<file path="src/hw/rtl/fmod_pkg.sv">
// ---------------------------------------------------------------------------
// fmod_pkg
// Types and constants shared by the binary64 remainder unit.
// ---------------------------------------------------------------------------
package fmod_pkg;

    localparam logic [63:0] SIGN_BIT    = 64'h8000_0000_0000_0000;
    localparam logic [63:0] EXP_MASK    = 64'h7FF0_0000_0000_0000;
    localparam logic [63:0] FRAC_MASK   = 64'h000F_FFFF_FFFF_FFFF;
    localparam logic [63:0] QUIET_BIT   = 64'h0008_0000_0000_0000;
    localparam logic [63:0] DEFAULT_NAN = 64'h7FF8_0000_0000_0000;

    typedef struct packed {
        logic [63:0] dividend;
        logic [63:0] divisor;
    } t_in;

    typedef struct packed {
        logic [63:0] remainder;
        logic        invalid;
    } t_out;

    // Commands from controller to datapath.
    typedef struct packed {
        logic load;      // capture operands and classify
        logic norm_x;    // normalise dividend significand one bit
        logic norm_y;    // normalise divisor significand one bit
        logic step;      // one shift-and-subtract step
        logic last;      // final subtract
        logic norm_r;    // renormalise result one bit
        logic denorm;    // shift result right one bit towards subnormal
        logic finish;    // pack result
    } t_cmd;

    // Status from datapath to controller.
    typedef struct packed {
        logic special;   // result already settled at load
        logic x_norm;    // dividend significand has hidden bit
        logic y_norm;    // divisor significand has hidden bit
        logic ex_gt_ey;  // more steps to go
        logic zero;      // remainder became zero
        logic r_norm;    // result significand has hidden bit
        logic e_pos;     // result exponent above zero
        logic r_gone;    // result shifted entirely out
    } t_sts;

endpackage

</file>
<file path="src/hw/rtl/fmod_datapath.sv">
// ---------------------------------------------------------------------------
// fmod_datapath
// Operand registers, significand subtractor and exponent counters.
// ---------------------------------------------------------------------------
module fmod_datapath import fmod_pkg::*; (
    input  logic        i_clk,
    input  t_in         i_in,
    input  t_cmd        i_cmd,
    output t_sts        o_sts,
    output t_out        o_res
);

    logic [63:0] r_res, n_res;
    logic        r_inv, n_inv;
    logic        r_special, n_special;
    logic        r_zero, n_zero;
    logic        r_sign, n_sign;
    // The partial remainder is below twice the divisor, so it needs one bit more.
    logic [53:0] r_mx, n_mx;
    logic [52:0] r_my, n_my;
    logic signed [12:0] r_ex, n_ex;
    logic signed [12:0] r_ey, n_ey;
    logic [54:0] diff;
    logic        ge;

    logic [62:0] ax, ay;
    logic        x_nan, y_nan, x_inf, y_inf, x_zero, y_zero;

    assign ax     = i_in.dividend[62:0];
    assign ay     = i_in.divisor[62:0];
    assign x_nan  = (ax[62:52] == 11'h7FF) && (ax[51:0] != '0);
    assign y_nan  = (ay[62:52] == 11'h7FF) && (ay[51:0] != '0);
    assign x_inf  = ax == EXP_MASK[62:0];
    assign y_inf  = ay == EXP_MASK[62:0];
    assign x_zero = ax == '0;
    assign y_zero = ay == '0;

    assign diff = {1'b0, r_mx} - {2'b00, r_my};
    assign ge   = !diff[54];

    always_comb begin
        n_res = r_res; n_inv = r_inv; n_special = r_special; n_zero = r_zero;
        n_sign = r_sign; n_mx = r_mx; n_my = r_my; n_ex = r_ex; n_ey = r_ey;
        if (i_cmd.load) begin
            n_inv     = 1'b0;
            n_zero    = 1'b0;
            n_special = 1'b1;
            n_sign    = i_in.dividend[63];
            n_mx      = {1'b0, (ax[62:52] != '0), ax[51:0]};
            n_my      = {(ay[62:52] != '0), ay[51:0]};
            n_ex      = (ax[62:52] == '0) ? 13'sd1 : $signed({2'b00, ax[62:52]});
            n_ey      = (ay[62:52] == '0) ? 13'sd1 : $signed({2'b00, ay[62:52]});
            if (x_nan) begin
                n_res = i_in.dividend | QUIET_BIT;
            end else if (y_nan) begin
                n_res = i_in.divisor | QUIET_BIT;
            end else if (x_inf || y_zero) begin
                n_res = DEFAULT_NAN;
                n_inv = 1'b1;
            end else if (y_inf || x_zero || ax < ay) begin
                n_res = i_in.dividend;
            end else if (ax == ay) begin
                n_res = {i_in.dividend[63], 63'd0};
            end else begin
                n_special = 1'b0;
            end
        end
        if (i_cmd.norm_x) begin
            n_mx = {r_mx[52:0], 1'b0};
            n_ex = r_ex - 13'sd1;
        end
        if (i_cmd.norm_y) begin
            n_my = {r_my[51:0], 1'b0};
            n_ey = r_ey - 13'sd1;
        end
        if (i_cmd.step || i_cmd.last) begin
            if (ge) begin
                n_mx = diff[53:0];
                if (diff[53:0] == '0) n_zero = 1'b1;
            end
            if (i_cmd.step) begin
                n_mx = ge ? {diff[52:0], 1'b0} : {r_mx[52:0], 1'b0};
                n_ex = r_ex - 13'sd1;
            end
        end
        if (i_cmd.norm_r) begin
            n_mx = {r_mx[52:0], 1'b0};
            n_ex = r_ex - 13'sd1;
        end
        if (i_cmd.denorm) begin
            n_mx = {1'b0, r_mx[53:1]};
            n_ex = r_ex + 13'sd1;
        end
        if (i_cmd.finish) begin
            if (r_zero) begin
                n_res = {r_sign, 63'd0};
            end else if (r_ex > 0) begin
                // A result shifted down into the subnormal range has lost its
                // hidden bit, and its stored exponent field is then zero.
                n_res = {r_sign, (r_mx[52] ? r_ex[10:0] : 11'd0), r_mx[51:0]};
            end else begin
                // Result was shifted entirely out before the exponent rose above zero: stored field is zero.
                n_res = {r_sign, 11'd0, r_mx[51:0]};
            end
        end
    end

    always_ff @(posedge i_clk) begin
        r_res <= n_res; r_inv <= n_inv; r_special <= n_special;
        r_zero <= n_zero; r_sign <= n_sign; r_mx <= n_mx; r_my <= n_my;
        r_ex <= n_ex; r_ey <= n_ey;
    end

    assign o_sts.special  = r_special;
    assign o_sts.x_norm   = r_mx[52];
    assign o_sts.y_norm   = r_my[52];
    assign o_sts.ex_gt_ey = r_ex > r_ey;
    assign o_sts.zero     = r_zero;
    assign o_sts.r_norm   = r_mx[52];
    assign o_sts.e_pos    = r_ex > 0;
    assign o_sts.r_gone   = r_mx == '0;
    assign o_res.remainder = r_res;
    assign o_res.invalid   = r_inv;

endmodule

</file>
<file path="src/hw/rtl/fmod_ctrl.sv">
// ---------------------------------------------------------------------------
// fmod_ctrl
// Sequencer for the remainder unit and the output beat register handshake.
// ---------------------------------------------------------------------------
module fmod_ctrl import fmod_pkg::*; (
    input  logic i_clk,
    input  logic i_rst_n,
    input  logic i_valid,
    output logic o_ready,
    output logic o_valid,
    input  logic i_ready,
    input  t_sts i_sts,
    output t_cmd o_cmd
);

    localparam logic [2:0] S_IDLE  = 3'd0;
    localparam logic [2:0] S_CLASS = 3'd1;
    localparam logic [2:0] S_NORM  = 3'd2;
    localparam logic [2:0] S_LOOP  = 3'd3;
    localparam logic [2:0] S_RNORM = 3'd4;
    localparam logic [2:0] S_DENRM = 3'd5;
    localparam logic [2:0] S_PACK  = 3'd6;
    localparam logic [2:0] S_OUT   = 3'd7;

    logic [2:0] r_state, n_state;

    assign o_ready = (r_state == S_IDLE);
    assign o_valid = (r_state == S_OUT);

    always_comb begin
        n_state = r_state;
        o_cmd   = '0;
        unique case (r_state)
            S_IDLE: begin
                if (i_valid) begin
                    o_cmd.load = 1'b1;
                    n_state    = S_CLASS;
                end
            end
            S_CLASS: n_state = i_sts.special ? S_OUT : S_NORM;
            S_NORM: begin
                if (!i_sts.x_norm) begin
                    o_cmd.norm_x = 1'b1;
                end
                if (!i_sts.y_norm) begin
                    o_cmd.norm_y = 1'b1;
                end
                if (i_sts.x_norm && i_sts.y_norm) n_state = S_LOOP;
            end
            S_LOOP: begin
                if (i_sts.zero) begin
                    n_state = S_PACK;
                end else if (i_sts.ex_gt_ey) begin
                    o_cmd.step = 1'b1;
                end else begin
                    o_cmd.last = 1'b1;
                    n_state    = S_RNORM;
                end
            end
            S_RNORM: begin
                if (i_sts.zero) begin
                    n_state = S_PACK;
                end else if (!i_sts.r_norm) begin
                    o_cmd.norm_r = 1'b1;
                end else begin
                    n_state = S_DENRM;
                end
            end
            S_DENRM: begin
                if (i_sts.e_pos || i_sts.zero) begin
                    n_state = S_PACK;
                end else if (i_sts.r_gone) begin
                    n_state = S_PACK;
                end else begin
                    o_cmd.denorm = 1'b1;
                end
            end
            S_PACK: begin
                o_cmd.finish = 1'b1;
                n_state      = S_OUT;
            end
            S_OUT: if (i_ready) n_state = S_IDLE;
            default: n_state = S_IDLE;
        endcase
    end

    always_ff @(posedge i_clk) begin
        if (!i_rst_n) begin
            r_state <= S_IDLE;
        end else begin
            r_state <= n_state;
        end
    end

    a_one_side: assert property (@(posedge i_clk) disable iff (!i_rst_n)
        !(o_ready && o_valid)) else $error("ready and valid together");
    a_load_idle: assert property (@(posedge i_clk) disable iff (!i_rst_n)
        o_cmd.load |-> r_state == S_IDLE) else $error("load outside idle");
    a_after_load: assert property (@(posedge i_clk) disable iff (!i_rst_n)
        o_cmd.load |=> r_state == S_CLASS) else $error("load not followed");
    a_out_hold: assert property (@(posedge i_clk) disable iff (!i_rst_n)
        o_valid && !i_ready |=> o_valid) else $error("result dropped");

endmodule

</file>
<file path="src/hw/rtl/float64_remainder_fmod_unit.sv">
// ---------------------------------------------------------------------------
// float64_remainder_fmod_unit
// Binary64 fmod with the dividend's sign; one item at a time.
// ---------------------------------------------------------------------------
// Special items (NaN, infinity, zero or smaller dividend) skip the loop;
// others take one shift-and-subtract step per unit of exponent difference,
// plus one shift per bit of subnormal normalisation, renormalisation and
// denormalisation. Each loop step uses the single 55-bit subtractor. A new
// beat is taken only after the previous result beat has been delivered.
module float64_remainder_fmod_unit import fmod_pkg::*; (
    input  logic i_clk,
    input  logic i_rst_n,
    input  logic i_valid,
    output logic o_ready,
    input  t_in  i_data,
    output logic o_valid,
    input  logic i_ready,
    output t_out o_data
);

    t_cmd cmd;
    t_sts sts;

    fmod_ctrl u_ctrl (
        .i_clk, .i_rst_n, .i_valid, .o_ready, .o_valid, .i_ready,
        .i_sts(sts), .o_cmd(cmd)
    );

    fmod_datapath u_dp (
        .i_clk, .i_in(i_data), .i_cmd(cmd), .o_sts(sts), .o_res(o_data)
    );

endmodule

</file>
<file path="config.mk">
export PLATFORM = sky130hd
export DESIGN_NAME = float64_remainder_fmod_unit
export DESIGN_NICKNAME = d
export VERILOG_FILES = /design/src/hw/rtl/fmod_pkg.sv /design/src/hw/rtl/fmod_datapath.sv /design/src/hw/rtl/fmod_ctrl.sv /design/src/hw/rtl/float64_remainder_fmod_unit.sv
export SDC_FILE = /design/constraint.sdc
export NUM_CORES = 1
export LEC_CHECK = 0
export BUFFER_PORTS_ARGS = -buffer_cell sky130_fd_sc_hd__buf_2
export CAP_MARGIN = 20
export CORE_MARGIN = 1
export CORE_UTILIZATION = 35
export CTS_BUF_LIST = sky130_fd_sc_hd__clkbuf_4 sky130_fd_sc_hd__clkbuf_8
export DETAILED_ROUTE_END_ITERATION = 16
export SLEW_MARGIN = 20
export SYNTH_ARGS = -nofsm -noshare
export SYNTH_HDL_FRONTEND = slang
export SYNTH_SLANG_ARGS = --single-unit
</file>
<file path="constraint.sdc">
create_clock -name i_clk -period 5.1 [get_ports i_clk]
set_input_delay 1.02 -clock i_clk [delete_from_list [all_inputs] [get_ports i_clk]]
set_output_delay 1.02 -clock i_clk [all_outputs]
set_load 0.02 [all_outputs]
</file>
==> impl_metrics.env, run 1 <==
export IMPL_yosysMostFrequentCell="nand2_1"
export IMPL_synthFlopType="edfxtp_1"
export IMPL_hold_class="flop to flop"
export IMPL_status="finished clean"
export IMPL_grt_pass1_wl_um=115000
export IMPL_cp_max_fo=4
export IMPL_areaGrowthSynthToFinish_pct=16.0
export IMPL_nets=2711
export IMPL_swShare_pct=53.5
export IMPL_synthTopCellsByCount="306 x nand2_1, 224 x a21oi_1, 153 x inv_1"
export IMPL_ir_worst_vdd_v=0.000276
export IMPL_setup_worst_path_start_class="flop"
export IMPL_worst_pin_slew_ns=1.15
export IMPL_cts_tree="yes"
export IMPL_r2r_cells=15
export IMPL_synth_seq_cells=204
export IMPL_ys_seq_area_share_pct=30.3
export IMPL_async_flop_share_pct=0
export IMPL_slew_viol_final=0
export IMPL_reg2reg_slack_ns=0.63
export IMPL_yosysUniqueCellTypes=87
export IMPL_drtIter0Drc=2186
export IMPL_diodes=0
export IMPL_synth_fp_nets=2547
export IMPL_fin_cells=3153
export IMPL_first_global_vias=18500
export IMPL_timing_worst_setup_path_type="flop to flop"
export IMPL_clock_sinks=204
export IMPL_hp_start="u_dp.r_my[0]"
export IMPL_critPathRequiredTime_ns=5.67
export IMPL_post_cts_setup_buffers=0
export IMPL_cts_path_max_buffers=3
export IMPL_regToRegStartpoint="u_dp.r_mx[0]"
export IMPL_wl_um=76300
export IMPL_place_gp_congestion=1.00
export IMPL_p_total_mw=15.7
export IMPL_worstHoldPathCells=2
export IMPL_grt_usage_pct=28.5
export IMPL_std_cell_rows=82
export IMPL_syn_inst=2281
export IMPL_antenna_found_initial=2
export IMPL_grt_max_degree=98
export IMPL_dr_pass1_iters=6
export IMPL_syn_cell_area_um2=17800
export IMPL_period_share_pct=87.7
export IMPL_fin_ws_ns=0.627
export IMPL_die_w_um=228
export IMPL_vias_per_cell=6.18
export IMPL_max_freq_mhz=224
export IMPL_synthTopCellsByArea="edfxtp_1 22%, ha_1 9.3%, dfxtp_1 8.1%"
export IMPL_port_buffers=198
export IMPL_pwr_share_comb_pct=66.3
export IMPL_n_fill_cell=5125
export IMPL_drc=0
export IMPL_yosys_area_top_type="edfxtp_1"
export IMPL_post_drt_wl_per_cell_um=24.2
export IMPL_start_util_pct=35.6
export IMPL_p_leak_nw=8.99
export IMPL_power_density_nw_per_um2=757
export IMPL_synth_warnings=0
export IMPL_maxCapViolCount=0
export IMPL_htree_levels=2
export IMPL_vias=19500
export IMPL_relSlewSlack_pct=23.2
export IMPL_dieArea_um2=51900
export IMPL_overflow=0
export IMPL_clock_latency_ns=0.63
export IMPL_fin_crit_ns=4.47
export IMPL_min_to="u_dp.r_my[0]"
export IMPL_end_kind="flop"
export IMPL_cts_resized=0
export IMPL_dpl_hpwl_um=57000
export IMPL_switchingPower_mw=8.37
export IMPL_root_buffer="clkbuf_8"
export IMPL_coreArea_um2=50200
export IMPL_avgSynthCellArea_um2=7.82
export IMPL_dp_slack_ns=0.247
export IMPL_skew_ns=0.0285
export IMPL_placed_cell_area_um2=19800
export IMPL_synth_edf_count=132
export IMPL_yosysTopAreaCellShare_pct=22.2
export IMPL_reg2reg_to="u_dp.r_zero"
export IMPL_placed_cells=3071
export IMPL_cellInternalPower_mw=7.29
export IMPL_ctsHoldBuffers=0
export IMPL_setup_tns_final_ns=0
export IMPL_stdcell_area_um2=20700
export IMPL_p_clk_share_pct=12.3
export IMPL_drive_gt1_share_pct=15.4
export IMPL_numCtsBuffers=44
export IMPL_cp_data_arrival_time_ns=5.04
export IMPL_io_pins=199
export IMPL_setup_violations=0
export IMPL_rsz0062_at_grt="no"
export IMPL_pwr_share_seq_pct=21.4
export IMPL_path_clk_slew_ns=0.06
export IMPL_antenna_left=0
export IMPL_hold_viol=0
export IMPL_fp_dieH_um=228
[through the flow]
stage	utilization, %	hold WS [ns]
floorplan	-	0.451
global placement	39.4	0.463
detailed placement	39.4	0.470
CTS	41.3	0.481
global route	41.3	0.526
finish	41.3	0.484
[kinds of logic (layout without fill, tap and decap cells)]
| group | Yosys count | in the layout | synth area share (%) |
|---|---|---|---|
| buf+inv | 304 | 504 | 6.62 |
| simple gates | 717 | 717 | 18.9 |
| flops | 204 | 204 | 30.3 |
| fa+ha+maj | 134 | 134 | 9.44 |
| compound gates | 839 | 839 | 30.5 |
| xor+xnor | 63 | 63 | 3.09 |
| mux | 20 | 20 | 1.14 |
[sequential cells by signal, indices dropped and copies added (netlist names)]
| name | flops |
|---|---|
| u_dp.r_res | 64 |
| u_dp.r_mx | 54 |
| u_dp.r_my | 53 |
| u_dp.r_ex | 13 |
| u_dp.r_ey | 13 |
| u_ctrl.r_state | 3 |
| u_dp.r_inv | 1 |
| u_dp.r_sign | 1 |
| u_dp.r_special | 1 |
| u_dp.r_zero | 1 |
[how the worst max path moves through the flow]
stage                          end  depth (start not counted)  slack, ns         start
floorplan            u_dp.r_res[0]                         13       0.72    i_data[16]
global placement    u_dp.r_res[32]                         15       0.33     i_data[2]
detailed placement  u_dp.r_res[46]                         15       0.25     i_data[2]
CTS                    u_dp.r_zero                         15       0.80  u_dp.r_mx[0]
global route           u_dp.r_zero                         15       0.36  u_dp.r_mx[0]
finish                 u_dp.r_zero                         15       0.63  u_dp.r_mx[0]
[worst max-delay path: stages (launching register included)]
cell      delay (ns)
dfxtp_1         0.34
inv_1           0.11
ha_1            0.19
inv_1           0.06
fa_1            0.42
a211oi_1        0.42
o211ai_1        0.19
a31o_2          0.30
o21ba_2         0.24
a21oi_1         0.62
o41ai_1         0.15
xor2_1          0.19
or4b_1          0.55
nor4_1          0.36
nand4_1         0.16
nand2_1         0.10
[per-layer routing]
metal	GRT usage [%]	share of wire [%]
met5	0	0.010
met4	13.1	4.7
met3	5.34	8.1
met2	46.7	46
met1	36.1	41
[power groups by stage]
stage,Combinational (mW),Sequential (mW),Clock [mW]
finish,10.4,3.36,1.93
CTS,10.1,3.33,1.96
global placement,10.0,3.35,0
floorplan,6.98,3.20,0
global route,11.2,3.43,2.03
detailed placement,10.1,3.36,0
[cell usage in the layout, fill, tap and decap left out, drive strengths merged, types with 22 or more instances in the layout]
cell type	instances
nand2	306
buf	269
a21oi	224
o21ai	156
inv	154
nor2	136
ha	133
edfxtp	132
a21o	100
o22ai	90
dfxtp	72
nor4	58
clkbuf	55
a22o	50
nor3	48
nand4	47
xnor2	40
nand3	40
a211oi	39
a31oi	25
xor2	23
o211ai	22
[final cells by class]
type / instances / area (um2) / share of cell area [%]
multi-input cells: 1773 / 11300 / 54.7
flip-flops and latches: 204 / 5410 / 26.1
repair buffers: 269 / 1640 / 7.91
well taps: 672 / 841 / 4.06
clock buffers: 55 / 707 / 3.42
inverters: 153 / 574 / 2.77
clock inverters: 27 / 203 / 0.979
(Power assumes the default switching activity.)
==> inputs of run 2 (changes only) <==
BUFFER_PORTS_ARGS = -buffer_cell sky130_fd_sc_hd__clkbuf_2   (was -buffer_cell sky130_fd_sc_hd__buf_2)
SYNTH_HIERARCHICAL = 1   (was not set)
==> run 2 against run 1 <==
Against the previous run:
- clock power fell by 4%
- clock skew fell by 0.0033 ns
- area after synthesis rose by 4.0%
- register-to-register slack got worse by 0.27 ns
- critical endpoint is now u_dp/r_zero
- total power rose by 9.6%
- core utilization rose by 0.060 points
- fmax fell by 5.6%
- flip-flop and latch count did not move
- routed wire length rose by 7.9%
- largest cell class unchanged
- non-clock buffer count rose by 37
- sequential share of layout area fell by 1.2 points
- critical path depth rose by 7
==> impl_metrics.env, run 2 <==
export IMPL_post_drt_wl_per_cell_um=25.0
export IMPL_drtIter0Drc=2233
export IMPL_port_buffers=198
export IMPL_avgSynthCellArea_um2=7.84
export IMPL_fin_crit_ns=4.74
export IMPL_cts_tree="yes"
export IMPL_timing_worst_setup_path_type="flop to flop"
export IMPL_synth_fp_nets=2632
export IMPL_yosysMostFrequentCell="nand2_1"
export IMPL_top_regs="u_dp/r_res: 64 flops, u_dp/r_mx: 54 flops, u_dp/r_my: 53 flops"
export IMPL_grt_pass1_wl_um=121000
export IMPL_seq_area_um2=5410
export IMPL_vias_per_cell=6.13
export IMPL_yosys_area_share_xor_xnor_pct=3.02
export IMPL_maxCapViolCount=0
export IMPL_io_pins=199
export IMPL_synth_simple_area_share_pct=19.3
export IMPL_fp_dieH_um=232
export IMPL_end_kind="flop"
export IMPL_root_buffer="clkbuf_8"
export IMPL_antenna_found_initial=1
export IMPL_drc=0
export IMPL_drive_gt1_share_pct=16.8
export IMPL_setup_tns_final_ns=0
export IMPL_hold_slack_ns=0.544
export IMPL_most_common_layout_cells="316 x nand2_1, 220 x o21ai_0, 198 x clkbuf_2, 167 x inv_1, 164 x a21oi_1"
export IMPL_synth_top_family_by_area="compound AO/OA/AOI/OAI gates"
export IMPL_clock_latency_ns=0.64
export IMPL_synth_edf_count=132
export IMPL_setup_worst_path_start_class="flop"
export IMPL_largest_reg_flops=64
export IMPL_start_util_pct=35.4
export IMPL_ctsHoldBuffers=0
export IMPL_htree_levels=2
export IMPL_worst_pin_slew_ns=1.11
export IMPL_placed_cells=3206
export IMPL_p_leak_nw=9.17
export IMPL_numCtsBuffers=44
export IMPL_hold_viol=0
export IMPL_synth_warnings=6
export IMPL_synthMuxAreaShare_pct=3.47
export IMPL_relSlewSlack_pct=25.5
export IMPL_cp_data_arrival_time_ns=5.32
export IMPL_skew_ns=0.0252
export IMPL_yosysTopAreaCellShare_pct=21.4
export IMPL_wl_um=82400
export IMPL_die_w_um=232
export IMPL_yosys_area_top_type="edfxtp_1"
export IMPL_regMostFlops="u_dp/r_res"
export IMPL_cp_max_fo=3
export IMPL_yosysUniqueCellTypes=95
export IMPL_nets=2830
export IMPL_p_total_mw=17.2
export IMPL_ys_seq_area_share_pct=29.1
export IMPL_slew_viol_final=0
export IMPL_fin_cells=3288
export IMPL_synth_seq_cells=204
export IMPL_synthFlopType="edfxtp_1"
export IMPL_synthTopCellsByCount="316 x nand2_1, 222 x o21ai_0, 168 x inv_1"
export IMPL_status="finished clean"
export IMPL_synthTopCellsByArea="edfxtp_1 21%, ha_1 9.0%, dfxtp_1 7.8%"
export IMPL_layout_commonest_cell="nand2_1"
export IMPL_dr_pass1_iters=6
export IMPL_coreArea_um2=52400
export IMPL_grt_usage_pct=29.8
export IMPL_use_met2_pct=47.3
export IMPL_antenna_left=0
export IMPL_ir_worst_vdd_v=0.000335
export IMPL_syn_inst=2366
export IMPL_place_gp_congestion=0.985
export IMPL_areaGrowthSynthToFinish_pct=16.8
export IMPL_met1_usage_pct=39.7
export IMPL_async_flop_share_pct=0
export IMPL_cts_path_max_buffers=3
export IMPL_std_cell_rows=84
export IMPL_clock_sinks=204
export IMPL_period_share_pct=92.9
export IMPL_fin_util_pct=41.3
export IMPL_gr_max_usage_layer="met2"
export IMPL_vias=20200
export IMPL_path_clk_slew_ns=0.06
export IMPL_setup_violations=0
export IMPL_hold_class="flop to flop"
export IMPL_synth_compound_area_share_pct=29.2
export IMPL_first_global_vias=19100
export IMPL_multiInputGateArea_um2=12000
export IMPL_power_density_nw_per_um2=792
export IMPL_n_fill_cell=5391
export IMPL_use_met3_pct=6.02
export IMPL_max_freq_mhz=211
export IMPL_dpl_hpwl_um=62500
export IMPL_synth_adder_area_share_pct=9.07
export IMPL_critPathRequiredTime_ns=5.68
export IMPL_overflow=0
export IMPL_syn_cell_area_um2=18600
export IMPL_grt_max_degree=94
export IMPL_dieArea_um2=53900
==> run 2: cell types whose count changed in the layout (fill, tap and decap cells not counted), sizes merged, moves of 15 or more <==
cell,change
o22ai,-52
a221oi,+15
o21ai,+70
nor2,+23
a22oi,+16
clkbuf,+210
mux2i,+43
a21oi,-55
buf,-161
==> run 2: cell families (layout without fill, tap and decap cells) <==
group / count (synthesis) / count (layout)
adder cells (fa/ha/maj): 134 / 134
XOR/XNOR: 64 / 64
multiplexers: 64 / 64
AO/OA/AOI/OAI: 820 / 820
flip-flops: 204 / 204
AND/OR/NAND/NOR: 757 / 757
buffers and inverters: 323 / 556
other: 0 / 1
==> run 2: what timing repair did <==
item,CTS,global route
gates resized for setup,0,9
setup endpoints to repair,0,1
setup buffers,0,0
==> run 2: worst paths after layout <==
kind | start | to | slack [ns] | cells after the start
worst max register to register | u_dp/r_ey[1] | u_dp/r_zero | 0.36 | 22
worst min-delay path | u_dp/r_my[46] | u_dp/r_my[47] | 0.54 | 2
worst min register to register | u_dp/r_my[46] | u_dp/r_my[47] | 0.54 | 2
worst max-delay path | u_dp/r_ey[1] | u_dp/r_zero | 0.36 | 22
==> run 2: cell type report <==
cell class | count | share of cell area, %
antenna | 1 | 0.0115
tap | 688 | 3.97
sequential | 204 | 24.9
multi-input combinational | 1839 | 55.4
clock buffer | 67 | 3.71
clock inverter | 14 | 0.312
inverter | 169 | 2.93
timing repair buffer | 306 | 8.72
==> run 2: through the flow <==
| stage | worst slack [ns] | instance area [um2] |
|---|---|---|
| 6_report | 0.361 | 21700 |
| 5_1_grt | -0.00750 | 21700 |
| 4_1_cts | 0.135 | 21600 |
| 3_5_place_dp | 0.166 | 20700 |
| 3_3_place_gp | 0.271 | 20700 |
| 2_1_floorplan | 0.0919 | 18600 |
==> run 2: critical path: stages (launching register included) <==
cell and delay [ns]:
edfxtp_1 0.38, inv_1 0.11, ha_1 0.24, nor2b_1 0.13
o21a_1 0.15, o21ai_0 0.17, nand2b_1 0.08, a21oi_1 0.15
o21ai_1 0.07, a21oi_1 0.15, nor2b_1 0.06, o21ai_1 0.21
a31oi_4 0.16, nor4_4 0.33, nor2_1 0.12, or4bb_1 0.54
or4_4 0.45, nor4_4 0.22, nand4_1 0.17, nor4_2 0.23
nand4_1 0.13, a2111o_1 0.38, o21ai_2 0.06
==> run 2: power by group <==
part           internal (mW)  switching, mW
registers               2.63          0.684
clock network           1.00          0.860
logic                   4.16           7.83
total                   7.79           9.38
==> run 2: routing by layer <==
metal	wire length, um	vias to the layer above
met5	0	-
met4	2960	0
met3	7980	185
met2	37000	1080
met1	34400	9715
li1	-	9179
==> inputs of run 3 (changes only) <==
ABC_AREA = 1   (was not set)
==> run 3 against run 2 <==
Against the previous run:
- critical path type unchanged
- critical path depth fell by 1
- flip-flop and latch count unchanged
- via count up 21%
- first-iteration DRC count is 6.3% lower
- fmax is 11% higher
- largest cell class unchanged
- critical endpoint is now u_dp/r_ex[8]
- die area is 17% higher
- worst setup slack gained 0.49 ns
- count of clock-buffer cells in the layout increased by 3
==> impl_metrics.env, run 3 <==
export IMPL_status="finished clean"
export IMPL_most_common_layout_cells="1347 x nand2_1, 629 x inv_1, 266 x o21ai_0, 255 x nor2_1, 212 x a21oi_1"
export IMPL_p_clk_share_pct=12.1
export IMPL_synth_fp_nets=3987
export IMPL_post_drt_wl_per_cell_um=18.0
export IMPL_power_density_nw_per_um2=682
export IMPL_period_share_pct=83.4
export IMPL_coreArea_um2=60800
export IMPL_hold_viol=0
export IMPL_clock_sinks=204
export IMPL_port_buffers=198
export IMPL_largest_reg_flops=64
export IMPL_skew_ns=0.0637
export IMPL_regMostFlops="u_dp/r_res"
export IMPL_antenna_found_initial=2
export IMPL_yosys_area_top_type="nand2_1"
export IMPL_place_gp_congestion=1.03
export IMPL_dp_slack_ns=0.728
export IMPL_synthTopCellsByArea="nand2_1 23%, edfxtp_1 18%, inv_1 11%"
export IMPL_dr_pass1_iters=6
export IMPL_grt_usage_pct=26.1
export IMPL_htree_levels=2
export IMPL_std_cell_rows=90
export IMPL_worst_pin_slew_ns=0.945
export IMPL_vias=24400
export IMPL_synth_adder_area_share_pct=7.75
export IMPL_fin_ws_ns=0.848
export IMPL_rsz0062_at_grt="no"
export IMPL_synth_simple_area_share_pct=36.3
export IMPL_layout_commonest_cell="nand2_1"
export IMPL_cp_max_fo=56
export IMPL_first_global_vias=23000
export IMPL_wl_um=83900
export IMPL_cts_path_max_buffers=3
export IMPL_p_leak_nw=12.7
export IMPL_pwr_share_comb_pct=68.6
export IMPL_clock_latency_ns=0.66
export IMPL_setup_tns_final_ns=0
export IMPL_path_clk_slew_ns=0.07
export IMPL_cts_resized=0
export IMPL_synth_seq_cells=204
export IMPL_synth_warnings=6
export IMPL_ys_seq_area_share_pct=24.9
export IMPL_yosysMostFrequentCell="nand2_1"
export IMPL_yosysUniqueCellTypes=50
export IMPL_fin_crit_ns=4.25
export IMPL_top_regs="u_dp/r_res: 64 flops, u_dp/r_mx: 54 flops, u_dp/r_my: 53 flops"
export IMPL_critPathRequiredTime_ns=5.62
export IMPL_ctsHoldBuffers=0
export IMPL_n_fill_cell=6741
export IMPL_yosysTopAreaCellShare_pct=23.4
export IMPL_synth_top_family_by_area="simple AND/OR/NAND/NOR gates"
export IMPL_post_cts_setup_buffers=0
export IMPL_max_freq_mhz=235
export IMPL_vias_per_cell=5.23
export IMPL_maxCapViolCount=0
export IMPL_slew_viol_final=0
export IMPL_pwr_share_seq_pct=19.3
export IMPL_drc=0
export IMPL_end_kind="flop"
export IMPL_synthTopCellsByCount="1352 x nand2_1, 635 x inv_1, 266 x o21ai_0"
export IMPL_fp_dieH_um=251
export IMPL_grt_max_degree=75
export IMPL_syn_cell_area_um2=21700
export IMPL_die_w_um=251
export IMPL_switchingPower_mw=9.39
export IMPL_swShare_pct=56.6
export IMPL_cts_tree="yes"
export IMPL_dieArea_um2=63100
export IMPL_cp_data_arrival_time_ns=4.78
export IMPL_timing_worst_setup_path_type="flop to flop"
export IMPL_setup_violations=0
export IMPL_overflow=0
export IMPL_ir_worst_vdd_v=0.000267
export IMPL_hold_class="flop to flop"
export IMPL_numCtsBuffers=42
export IMPL_io_pins=199
export IMPL_start_util_pct=35.7
export IMPL_async_flop_share_pct=0
export IMPL_root_buffer="clkbuf_8"
export IMPL_crit_path_start="u_dp/r_ey[4]"
export IMPL_antenna_left=0
export IMPL_drive_gt1_share_pct=9.29
export IMPL_diodes=0
export IMPL_synthFlopType="edfxtp_1"
export IMPL_relSlewSlack_pct=36.8
export IMPL_drtIter0Drc=2092
export IMPL_hp_start="u_dp/r_mx[5]"
export IMPL_cellInternalPower_mw=7.20
export IMPL_areaGrowthSynthToFinish_pct=11.9
export IMPL_avgSynthCellArea_um2=5.84
export IMPL_regToRegStartpoint="u_dp/r_ey[4]"
export IMPL_synth_edf_count=132
export IMPL_synthMuxAreaShare_pct=0
export IMPL_syn_inst=3721
export IMPL_dpl_hpwl_um=64200
export IMPL_setup_worst_path_start_class="flop"
export IMPL_synth_compound_area_share_pct=16.2
export IMPL_grt_pass1_wl_um=130000
export IMPL_nets=4116
export IMPL_yosys_area_share_xor_xnor_pct=0.685
## run 3: cell types whose count changed after synthesis, moves of 23 or more
cell | before | now
a211oi_1 | 24 | 1
a21o_1 | 103 | 0
a21oi_1 | 165 | 212
a22o_1 | 59 | 0
inv_1 | 168 | 635
mux2i_1 | 61 | 0
nand2_1 | 316 | 1352
nand3_1 | 31 | 135
nor2_1 | 158 | 258
nor4_1 | 62 | 38
o21ai_0 | 222 | 266
o21ai_1 | 1 | 29
xnor2_1 | 44 | 1
## run 3: kinds of logic after synthesis
kind of cell,Yosys count
xor gates and xnor gates,17
and+or+nand+nor,1926
DFF,204
buffers and inverters,794
adders and majority gates,134
AOI/OAI and AO/OA,646
## run 3: per-layer routing
metal  share of wire (%)  routed length [um]  global-route usage [%]
met4                 3.4                2810                    9.49
met3                 5.9                4920                    3.84
met2                  46               38600                    43.3
met1                  45               37600                    34.3
met5               0.015                  13                       0
## run 3: power by group through the flow
stage          Sequential (mW)  Clock [mW]  Combinational, mW
2_1_floorplan             3.13           0               8.23
3_3_place_gp              3.22           0               11.2
3_5_place_dp              3.22           0               11.2
4_1_cts                   3.19        2.04               11.2
5_1_grt                   3.28        2.10               12.9
6_report                  3.20        2.00               11.4
## run 3: cell type report
class	instances	area [um2]	area share, %
sequential	204	5410	22.2
multi-input combinational	2723	13300	54.6
timing repair buffer	232	1280	5.26
clock buffer	70	870	3.58
inverter	647	2430	9.99
clock inverter	8	81.3	0.334
tap	782	978	4.02
## run 3: stage by stage
step | hold slack, ns | utilization [%] | total power, mW | std cells | instance area [um2]
floorplan | 0.445 | - | 11.4 | 3721 | 21700
global placement | 0.513 | 38.4 | 14.4 | 4587 | 23300
detailed placement | 0.519 | 38.4 | 14.4 | 4587 | 23300
CTS | 0.485 | 40.0 | 16.5 | 4665 | 24300
global route | 0.521 | 40.0 | 18.2 | 4666 | 24300
finish | 0.489 | 40.0 | 16.6 | 4666 | 24300
## run 3: worst paths after layout
| path | endpoint | slack (ns) | depth (start not counted) |
|---|---|---|---|
| setup / recovery | u_dp/r_ex[8] | 0.85 | 21 |
| hold / removal | u_dp/r_mx[4] | 0.49 | 2 |
| setup reg to reg | u_dp/r_ex[8] | 0.85 | 21 |
| hold reg to reg | u_dp/r_mx[4] | 0.49 | 2 |
## run 3: worst max-delay path, stage by stage, from the launching register on
cell      delay, ns
edfxtp_1       0.38
inv_1          0.07
ha_1           0.32
nand2_1        0.09
o21a_1         0.19
o31ai_1        0.07
a21oi_1        0.10
o21ai_0        0.18
nand3_1        0.09
a221oi_1       0.50
inv_1          0.08
nor2_1         0.10
nand2_1        0.10
clkinv_1       0.07
buf_4          0.57
nor2_1         0.24
nand2_1        0.34
inv_1          0.25
a21oi_1        0.16
o21ai_0        0.10
nand3_1        0.07
o31ai_1        0.06
